$ cat src/rtl/sls_pkg.sv
// Shared types, constants and helper functions of the 4x4 linear system solver.
// Depends on nothing; every other file but sls_chan_if imports it.
package sls_pkg;

  localparam int DIM        = 4;
  localparam int DATA_WIDTH = 32;
  localparam int FRAC_BITS  = 16;
  localparam int WORK_W     = 48;
  localparam int HALF_W     = WORK_W / 2;
  localparam int DIV_W      = WORK_W + FRAC_BITS;
  localparam int IDX_W      = $clog2(DIM);
  localparam int CNT_W      = IDX_W + 1;
  localparam int THR_W      = 16;

  typedef logic signed [WORK_W-1:0]     work_t;
  typedef logic signed [DATA_WIDTH-1:0] data_t;

  localparam work_t WORK_LIM = {1'b0, {(WORK_W-1){1'b1}}};
  localparam logic signed [WORK_W:0] LIM_X = {2'b00, {(WORK_W-1){1'b1}}};

  typedef struct packed {
    data_t col_elem0;
    data_t col_elem1;
    data_t col_elem2;
    data_t col_elem3;
    data_t rhs_elem;
  } in_req_t;

  typedef struct packed {
    data_t sol0;
    data_t sol1;
    data_t sol2;
    data_t sol3;
    logic  singular;
    logic  overflow;
  } out_req_t;

  typedef logic [THR_W-1:0] cfg_req_t;

  typedef struct packed {
    logic  start;
    logic  is_div;
    work_t a;
    work_t b;
  } lane_cmd_t;

  typedef struct packed {
    logic  done;
    logic  ovf;
    work_t res;
  } lane_rsp_t;

  typedef struct packed {
    logic  ovf;
    work_t val;
  } sat_t;

  function automatic logic [WORK_W-1:0] mag(work_t v);
    return v[WORK_W-1] ? WORK_W'(-v) : WORK_W'(v);
  endfunction

  function automatic sat_t sat_sub(work_t a, work_t b);
    logic signed [WORK_W:0] d;
    sat_t s;
    d = {a[WORK_W-1], a} - {b[WORK_W-1], b};
    s.ovf = 1'b0;
    s.val = d[WORK_W-1:0];
    if (d > LIM_X) begin
      s.ovf = 1'b1;
      s.val = WORK_LIM;
    end else if (d < -LIM_X) begin
      s.ovf = 1'b1;
      s.val = -WORK_LIM;
    end
    return s;
  endfunction

endpackage

$ cat src/rtl/sls_pivot.sv
// Merging stage: picks the pivot row of one column from the lanes' entries and
// flags a pivot at or below the threshold. Registered outputs. Uses sls_pkg.
module sls_pivot import sls_pkg::*; (
  input  logic             clk_i,
  input  work_t            col_i [DIM],
  input  logic [IDX_W-1:0] p_i,
  input  logic [THR_W-1:0] thr_i,
  output logic [IDX_W-1:0] best_o,
  output logic             singular_o
);

  logic [IDX_W-1:0]  best;
  logic [WORK_W-1:0] bm;

  always_comb begin
    best = p_i;
    bm   = mag(col_i[p_i]);
    for (int r = 0; r < DIM; r++) begin
      if (IDX_W'(r) > p_i && mag(col_i[r]) > bm) begin
        best = IDX_W'(r);
        bm   = mag(col_i[r]);
      end
    end
  end

  always_ff @(posedge clk_i) begin
    best_o     <= best;
    singular_o <= bm <= WORK_W'(thr_i);
  end

endmodule

$ cat config.mk
export PLATFORM = sky130hd
export DESIGN_NAME = sls_pivot
export DESIGN_NICKNAME = d
export VERILOG_FILES = /design/src/rtl/sls_pkg.sv /design/src/rtl/sls_pivot.sv
export SDC_FILE = /design/constraint.sdc
export NUM_CORES = 1
export LEC_CHECK = 0
export ABC_CLOCK_PERIOD_IN_PS = 41400
export BUFFER_PORTS_ARGS = -buffer_cell sky130_fd_sc_hd__buf_2
export CAP_MARGIN = 20
export CORE_AREA = 2 2 158 160
export CTS_BUF_LIST = sky130_fd_sc_hd__clkbuf_4
export DETAILED_ROUTE_END_ITERATION = 10
export DIE_AREA = 0 0 160 162
export GPL_TIMING_DRIVEN = 0
export HOLD_SLACK_MARGIN = 0.06
export PLACE_DENSITY = 0.69
export RECOVER_POWER = 100
export SYNTH_ARGS = -nofsm -noshare
export SYNTH_HDL_FRONTEND = slang
export SYNTH_SLANG_ARGS = --single-unit
export TNS_END_PERCENT = 10
$ cat constraint.sdc
create_clock -name clk_i -period 41.4 [get_ports clk_i]
set_input_delay 6.21 -clock clk_i [delete_from_list [all_inputs] [get_ports clk_i]]
set_output_delay 6.21 -clock clk_i [all_outputs]
set_load 0.03 [all_outputs]
==> metrics.txt <==
Worst Tran Pin Value 2.26 ns; Post-synth ARST share 0; maximum fanout along the worst path 10; fin worst setup slack 16.32 ns; Root Driver clkbuf_4; dpl cell area 12700 µm²; # IOs 214; non-filler cells, final 2004; die height 162 µm; initial antenna violation count 13; htree depth 1; Most used DFF post-synth dfxtp_1; failing checks max-capacitance violations, max-slew violations; Die W 160 µm; Rows 57; Setup TNS Final 0 ns; commonest cells after routing, fill and taps aside buf_2 (222), ha_1 (162), xnor2_1 (133), nand2_1 (122), o21ai_0 (107); routed wire length 52.1 mm; origin of the worst min-delay path col_i[31]; Slew Viols, Final 11; element type at the critical path end flop; Nets 2046; # resized after CTS 0; Sinks on Clock Net 3; maximum vdd drop 0.0237 mV; area grow syn2layout 13.2%; first-pass GRT wire length 75.9 mm; Post-synth EDFFs 0; DR vias/cell 6.64; sequential share of the synthesized area 0.00533; clk slew on worst S/H paths 0.03 ns; largest net degree at the start of global routing 11; Pleak 5.46 nW; Yosys warning count 0; CP Class input pin to flop; syn avg cell area 7.74 µm²; clock tree buffer depth 2; syn_nets 1830; Pwr per Cell Area 28.4 nW/µm²; Synth Instances 1457; vias post-DR 13300; Core Box Area 24100 µm²; CTS Hold Bufs 0; placed insts 1992; routability-driven placement congestion ratio 1.06; Final Instance Area 12800 µm²; hold crit path type input pin to flop; status finished, violations left; RSZ-0062 raised after global routing no; CP startpoint p_i[1]; cts bufs inserted 3; Final ANT Viol Nets 0; Startpoint Class input pin; number of global-route vias before repair 12400; # setup viols final 0; Max Cap Viol 1; relative slew slack -0.518; flops & latches, synth 3; 1st-iter DRT viols 1344; Critical Path AT 25.24 ns; Initial Util 0.468; Fmax achieved 0.0399 GHz; Syn Std Cell Area 11300 µm²; min cycle time layout 25.08 ns; final worst-path cycle share 0.606; DRC Markers 0; setup bufs post-CTS 0; CP required 41.55 ns; Yosys cell types 97; commonest non-fill, non-tap cell in the layout buf_2; placed wire-length estimate 45.5 mm; Buffers on Ports 211; Total GRT Usage 0.387; Final Hold Fails 0; gr ovfl total 0; die footprint 25900 µm²; CTS tree done; Min Hold Slack 6.61 ns; cell with the most instances on the worst path clkbuf_1; fraction of layout cells with a size suffix above 1 0.191; drt first pass iters 5; CP max-delay cell nor4_1; post-place setup slack 18.30 ns; slowest stage delay, CP 1.77 ns; wire length per cell 26.0 µm
[cell usage after synthesis (21+ instances only)]
cell type	count	area [µm²]
nand3_1	35	175
o21ai_0	107	536
nor2_1	70	263
a21oi_1	72	360
xnor2_1	133	1160
ha_1	162	2030
or4_1	22	165
o41ai_1	23	201
mux4_2	33	743
o31ai_1	46	345
inv_1	66	248
nor3_1	40	200
nand2_1	122	458
xor2_1	46	403
nand4_1	40	250
a21o_1	56	420
or3_1	27	169
nand2b_1	21	131
clkbuf_1	38	143
[stage by stage]
stage	total power, W	util
3_3_place_gp	0.000339	0.528
6_report	0.000362	0.529
3_5_place_dp	0.000343	0.528
5_1_grt	0.000393	0.529
4_1_cts	0.000351	0.529
2_1_floorplan	0.000238	-
[layout make-up]
type | count | area (µm²)
Antenna cell | 8 | 20.0
Buffer | 66 | 355
Clock buffer | 4 | 30.0
Fill cell | 2494 | 11300
Inverter | 66 | 248
Multi-Input combinational cell | 1322 | 10600
Sequential cell | 3 | 60.1
Tap cell | 324 | 405
Timing Repair Buffer | 211 | 1050
[per-layer routing]
layer | global-route usage | share of wire | vias to the layer above
li1 | - | - | 6057
met1 | 0.511 | 0.40 | 6310
met2 | 0.595 | 0.43 | 806
met3 | 0.122 | 0.13 | 123
met4 | 0.136 | 0.038 | 6
met5 | 0 | 0.00071 | -
[worst max-delay path: cells and delay by family]
family                     cells  cell delay [ns]
adders and majority gates      5             1.35
muxes                          1             0.61
buffers and inverters         14             5.27
xor gates and xnor gates       1             0.56
AOI/OAI and AO/OA             32             7.43
and+or+nand+nor               12             3.78
[logic make-up (layout without fill, tap and decap cells)]
family / Yosys count / in the layout / synth area share
other cells: 0 / 8 / 0
buf+inv: 132 / 347 / 0.0535
compound gates: 425 / 425 / 0.264
fa+ha+maj: 162 / 162 / 0.180
simple gates: 481 / 481 / 0.232
flops: 3 / 3 / 0.00533
xor+xnor: 180 / 180 / 0.141
mux: 74 / 74 / 0.125
[power by group]
group / switching [W] / leakage (nW) / internal (W)
Clock: 0.00000153 / 0.0185 / 0.00000427
Combinational: 0.000213 / 5.42 / 0.000139
Sequential: 0.000000192 / 0.0249 / 0.00000365
[registers in the layout, indices dropped and copies added (netlist names)]
name,flops
best_o,2
singular_o,1
[worst paths after layout]
path                  slack, ns                  to  cells past startpoint
worst max-delay path      16.32  singular_o$_DFF_P_                     65
worst min-delay path       6.61  singular_o$_DFF_P_                      5
Power figures use the tool's default switching activity.
