$ cat src/rtl/sls_pkg.sv
// Shared types, constants and helper functions of the 4x4 linear system solver.
// Depends on nothing; every other file but sls_chan_if imports it.
package sls_pkg;

  localparam int DIM        = 4;
  localparam int DATA_WIDTH = 32;
  localparam int FRAC_BITS  = 16;
  localparam int WORK_W     = 48;
  localparam int HALF_W     = WORK_W / 2;
  localparam int DIV_W      = WORK_W + FRAC_BITS;
  localparam int IDX_W      = $clog2(DIM);
  localparam int CNT_W      = IDX_W + 1;
  localparam int THR_W      = 16;

  typedef logic signed [WORK_W-1:0]     work_t;
  typedef logic signed [DATA_WIDTH-1:0] data_t;

  localparam work_t WORK_LIM = {1'b0, {(WORK_W-1){1'b1}}};
  localparam logic signed [WORK_W:0] LIM_X = {2'b00, {(WORK_W-1){1'b1}}};

  typedef struct packed {
    data_t col_elem0;
    data_t col_elem1;
    data_t col_elem2;
    data_t col_elem3;
    data_t rhs_elem;
  } in_req_t;

  typedef struct packed {
    data_t sol0;
    data_t sol1;
    data_t sol2;
    data_t sol3;
    logic  singular;
    logic  overflow;
  } out_req_t;

  typedef logic [THR_W-1:0] cfg_req_t;

  typedef struct packed {
    logic  start;
    logic  is_div;
    work_t a;
    work_t b;
  } lane_cmd_t;

  typedef struct packed {
    logic  done;
    logic  ovf;
    work_t res;
  } lane_rsp_t;

  typedef struct packed {
    logic  ovf;
    work_t val;
  } sat_t;

  function automatic logic [WORK_W-1:0] mag(work_t v);
    return v[WORK_W-1] ? WORK_W'(-v) : WORK_W'(v);
  endfunction

  function automatic sat_t sat_sub(work_t a, work_t b);
    logic signed [WORK_W:0] d;
    sat_t s;
    d = {a[WORK_W-1], a} - {b[WORK_W-1], b};
    s.ovf = 1'b0;
    s.val = d[WORK_W-1:0];
    if (d > LIM_X) begin
      s.ovf = 1'b1;
      s.val = WORK_LIM;
    end else if (d < -LIM_X) begin
      s.ovf = 1'b1;
      s.val = -WORK_LIM;
    end
    return s;
  endfunction

endpackage

$ cat src/rtl/sls_lane.sv
// One solver lane: sequential 48-bit fixed-point multiplier (four 24x24 partial
// products) and restoring divider (one quotient bit per cycle). Uses sls_pkg.
module sls_lane import sls_pkg::*; (
  input  logic      clk_i,
  input  logic      rst_ni,
  input  lane_cmd_t cmd_i,
  output lane_rsp_t rsp_o
);

  typedef enum logic [1:0] {L_IDLE, L_RUN, L_FIN} lane_state_e;

  localparam int STEP_W    = $clog2(DIV_W);
  localparam int MUL_STEPS = 4;
  localparam int MQ_W      = 2 * WORK_W - FRAC_BITS;

  lane_state_e         state_q;
  logic [STEP_W-1:0]   step_q;
  logic                done_q;
  logic                div_q, neg_q, ovf_q;
  logic [WORK_W-1:0]   ua_q, ub_q, rem_q;
  logic [2*WORK_W-1:0] acc_q;
  logic [DIV_W-1:0]    dq_q;
  work_t               res_q;

  logic [HALF_W-1:0]   ah, bh;
  logic [2*HALF_W-1:0] pp;
  logic [2*WORK_W-1:0] pp_sh;
  logic [WORK_W:0]     rem_sh;
  logic                ge;
  logic [WORK_W-1:0]   rem_nx;
  logic [MQ_W-1:0]     mq;
  logic                big;
  logic [WORK_W-1:0]   qmag;
  work_t               res_d;

  always_comb begin
    ah     = step_q[0] ? ua_q[WORK_W-1:HALF_W] : ua_q[HALF_W-1:0];
    bh     = step_q[1] ? ub_q[WORK_W-1:HALF_W] : ub_q[HALF_W-1:0];
    pp     = ah * bh;
    pp_sh  = (2*WORK_W)'(pp) << (HALF_W * (int'(step_q[0]) + int'(step_q[1])));
    rem_sh = {rem_q, dq_q[DIV_W-1]};
    ge     = rem_sh >= {1'b0, ub_q};
    rem_nx = ge ? WORK_W'(rem_sh - {1'b0, ub_q}) : rem_sh[WORK_W-1:0];
    mq     = acc_q[2*WORK_W-1:FRAC_BITS];
    if (div_q) begin
      big  = |dq_q[DIV_W-1:WORK_W-1];
      qmag = {1'b0, dq_q[WORK_W-2:0]};
    end else begin
      big  = |mq[MQ_W-1:WORK_W-1];
      qmag = {1'b0, mq[WORK_W-2:0]};
    end
    if (big) begin
      qmag = WORK_LIM;
    end
    res_d = neg_q ? -work_t'(qmag) : work_t'(qmag);
  end

  always_ff @(posedge clk_i or negedge rst_ni) begin
    if (!rst_ni) begin
      state_q <= L_IDLE;
      step_q  <= '0;
      done_q  <= 1'b0;
    end else begin
      done_q <= 1'b0;
      case (state_q)
        L_IDLE: begin
          if (cmd_i.start) begin
            step_q  <= cmd_i.is_div ? STEP_W'(DIV_W - 1) : STEP_W'(MUL_STEPS - 1);
            state_q <= L_RUN;
          end
        end
        L_RUN: begin
          if (step_q == '0) begin
            state_q <= L_FIN;
          end else begin
            step_q <= step_q - 1'b1;
          end
        end
        L_FIN: begin
          done_q  <= 1'b1;
          state_q <= L_IDLE;
        end
        default: state_q <= L_IDLE;
      endcase
    end
  end

  always_ff @(posedge clk_i) begin
    case (state_q)
      L_IDLE: begin
        if (cmd_i.start) begin
          ua_q  <= mag(cmd_i.a);
          ub_q  <= mag(cmd_i.b);
          neg_q <= cmd_i.a[WORK_W-1] ^ cmd_i.b[WORK_W-1];
          div_q <= cmd_i.is_div;
          acc_q <= '0;
          rem_q <= '0;
          dq_q  <= {mag(cmd_i.a), {FRAC_BITS{1'b0}}};
        end
      end
      L_RUN: begin
        if (div_q) begin
          rem_q <= rem_nx;
          dq_q  <= {dq_q[DIV_W-2:0], ge};
        end else begin
          acc_q <= acc_q + pp_sh;
        end
      end
      L_FIN: begin
        res_q <= res_d;
        ovf_q <= big;
      end
      default: ;
    endcase
  end

  assign rsp_o.done = done_q;
  assign rsp_o.ovf  = ovf_q;
  assign rsp_o.res  = res_q;

endmodule

$ cat config.mk
export PLATFORM = sky130hd
export DESIGN_NAME = sls_lane
export DESIGN_NICKNAME = d
export VERILOG_FILES = /design/src/rtl/sls_pkg.sv /design/src/rtl/sls_lane.sv
export SDC_FILE = /design/constraint.sdc
export NUM_CORES = 2
export LEC_CHECK = 0
export BUFFER_PORTS_ARGS = -buffer_cell sky130_fd_sc_hd__buf_2
export CORE_MARGIN = 8
export CORE_UTILIZATION = 50
export CTS_BUF_LIST = sky130_fd_sc_hd__clkbuf_2 sky130_fd_sc_hd__clkbuf_4 sky130_fd_sc_hd__clkbuf_8
export CTS_CLUSTER_DIAMETER = 100
export CTS_CLUSTER_SIZE = 30
export DETAILED_ROUTE_END_ITERATION = 8
export PLACE_DENSITY = 0.63
export SYNTH_ARGS = -nofsm -noshare
export SYNTH_HDL_FRONTEND = slang
export SYNTH_SLANG_ARGS = --single-unit
$ cat constraint.sdc
create_clock -name clk_i -period 24.3 [get_ports clk_i]
set_clock_uncertainty 0.05 [all_clocks]
set_input_delay 6.075 -clock clk_i [delete_from_list [all_inputs] [get_ports clk_i]]
set_output_delay 6.075 -clock clk_i [all_outputs]
set_load 0.005 [all_outputs]
==> reports/metrics.yaml <==
outcome:
  outcome: "finished clean"
sta:
  min_period_ns: 12.98
  hold_violations: 0
  fin_tns_setup_ns: 0
  final-setup-viol-count: 0
  worst_pin_slew_ns: 1.32
  slew_headroom_pct: 11.1
  fin_crit_sh_pct: 53.4
  rsz0062_at_grt: "no"
  slew_viol_final: 0
  fmax_mhz: 77.1
logic_synthesis:
  synth_cell_types: 84
  yosysSeqAreaShare_pct: 23.2
  avgSynthCellArea_sq_um: 8.64
  synth.area.top_cells: "edfxtp_1 23%, fa_1 21%, ha_1 8.6%, nor2_1 5.5%, inv_1 5.5%"
  synthMostInstantiatedCell: "nor2_1"
  synth_edf_count: 355
  synth_seq_cells: 364
  synth_top_area_share_pct: 22.7
  synthTopCellsByCount: "691 x nor2_1, 686 x inv_1, 650 x nand2_1"
  syn_inst: 5432
  syn_area_sq_mm: 0.0469
  ys.flop_type: "edfxtp_1"
  yosysWarnings: 0
  synth_largest_area_cell: "edfxtp_1"
  async_reset_ff_share_pct: 2.47
  syn_nets: 6339
grt:
  antenna_found_initial: 2
  grt_start_max_net_pins: 78
  grtUsageTotal_pct: 29.9
  grt_overflow: 0
  grt_pass1_wl_um: 240000
  grt_pass1_vias: 38900
cells_and_area:
  area_delta_synth_final_pct: 5.79
  final_nets: 6325
  utilization_pct: 53.3
  drive_gt1_share_pct: 7.30
critical_path:
  crit_type: "register to register"
  cp_common_cell: "fa_1"
  end_kind: "register"
  ff2ff_path_depth: 37
  crit_path_start_kind: "register"
  worstPathRequired_ns: 24.77
  critPathBufInv: 7
  cp_slowest_cell: "mux2i_2"
  slowest_delay_ns: 0.91
  rrSetupSlack_ns: 11.32
  cp_max_fo: 53
  r2r-start: "step_q[0]$_DFFE_PN0P_"
  crit_family: "adder cells"
  r2r_end: "acc_q[93]$_SDFFCE_PN0P_"
  cp.arrival_ns: 13.45
placed_design:
  io_buffer_count: 149
  hpwl_um: 128000
  routabilityCongestion: 0.985
floorplan:
  fp.dieH_um: 322
  io_pins: 150
  initial_core_util_pct: 50.4
  core_sq_mm: 0.0932
  die_x_um: 322
  fp-row-count: 112
  dieArea_sq_mm: 0.104
clock_network:
  postCtsResizedCells: 0
  cts.sinks: 364
  clockBufferDepth: 3
  cts_hold_buffers: 0
  htreeDepth: 1
  tritoncts: "yes"
  cts_root_buffer: "clkbuf_8"
  clk_latency_ns: 0.74
  cts_setup_buffers: 0
  clk_pin_slew_ns: 0.17
  cts_buffers: 24
routing:
  antenna_left: 0
  dr.pass1.iters: 5
  wl_per_cell_um: 23.6
  vias: 39800
  finalWirelength_um: 158000
  drc_errors: 0
  viasPerCell: 5.95
  first_iter_violations: 3802
min_path:
  hp-class: "register to register"
  hold_path_end: "step_q[5]$_DFFE_PN0P_"
  holdPathStages: 1
  hp-start: "step_q[5]$_DFFE_PN0P_"
run:
  maxCapViolCount: 0
-- worst max-delay path by stage --
stage                              endpoint             startpoint  cells after the start  slack, ns
finish              acc_q[93]$_SDFFCE_PN0P_  step_q[0]$_DFFE_PN0P_                     37      11.32
global route        acc_q[61]$_SDFFCE_PN0P_  step_q[0]$_DFFE_PN0P_                     38      10.75
CTS                 acc_q[79]$_SDFFCE_PN0P_  step_q[0]$_DFFE_PN0P_                     37      10.98
detailed placement  acc_q[79]$_SDFFCE_PN0P_  step_q[0]$_DFFE_PN0P_                     37      11.15
global placement    acc_q[87]$_SDFFCE_PN0P_  step_q[0]$_DFFE_PN0P_                     37      11.27
floorplan           acc_q[93]$_SDFFCE_PN0P_  step_q[0]$_DFFE_PN0P_                     39      13.52
-- sequential cells by signal, summed over array words and instances (netlist names) --
register / flops
acc_q: 96
dq_q: 64
rem_q: 48
res_q: 48
ua_q: 48
ub_q: 48
step_q: 6
state_q: 2
div_q: 1
done_q: 1
neg_q: 1
ovf_q: 1
-- layout make-up --
cell class,instances,area [sq um]
Timing Repair Buffer,230,1350
Inverter,687,2580
Tap cell,1254,1570
Fill cell,8795,43500
Sequential cell,364,10900
Antenna cell,1,2.50
Clock inverter,15,302
Multi-Input combinational cell,4111,32600
Clock buffer,28,360
-- metal layers --
layer  global-route usage [%]  routed length (um)  up-vias
met1                     42.7               68300    19700
met2                     46.7               70100     1610
met3                     4.15               12900      276
met5                        0                   0        -
li1                         -                   -    18200
met4                     9.98                6420        0
-- layout by cell type, fill, tap and decap left out, types with 74 or more instances in the layout --
master,instances
a21o_1,106
o21ai_0,215
nand2_1,649
a21oi_1,311
buf_2,149
inv_1,684
buf_4,80
nand4_1,77
xnor2_1,206
nor2_1,691
xor2_1,74
fa_1,484
edfxtp_1,355
mux2i_1,89
ha_1,321
-- kinds of logic (layout without fill, tap and decap cells) --
| logic type | count (synthesis) | in the layout | synth area share, % |
|---|---|---|---|
| fa+ha+maj | 807 | 807 | 29.2 |
| flops | 364 | 364 | 23.2 |
| mux | 156 | 156 | 3.52 |
| other cells | 0 | 1 | 0 |
| compound gates | 1050 | 1050 | 14.1 |
| buf+inv | 957 | 960 | 7.68 |
| simple gates | 1818 | 1818 | 17.0 |
| xor+xnor | 280 | 280 | 5.22 |
-- metrics by stage --
step	setup WS (ns)	hold WS [ns]	cells	area, sq um
floorplan	13.52	0.434	5432	46900
global placement	11.27	0.454	6645	49000
detailed placement	11.15	0.455	6645	49000
CTS	10.98	0.492	6688	49700
global route	10.75	0.527	6690	49700
finish	11.32	0.488	6690	49700
Power is not shown: default switching activity piles up to over one toggle a cycle in this logic, so the estimate is an artifact.
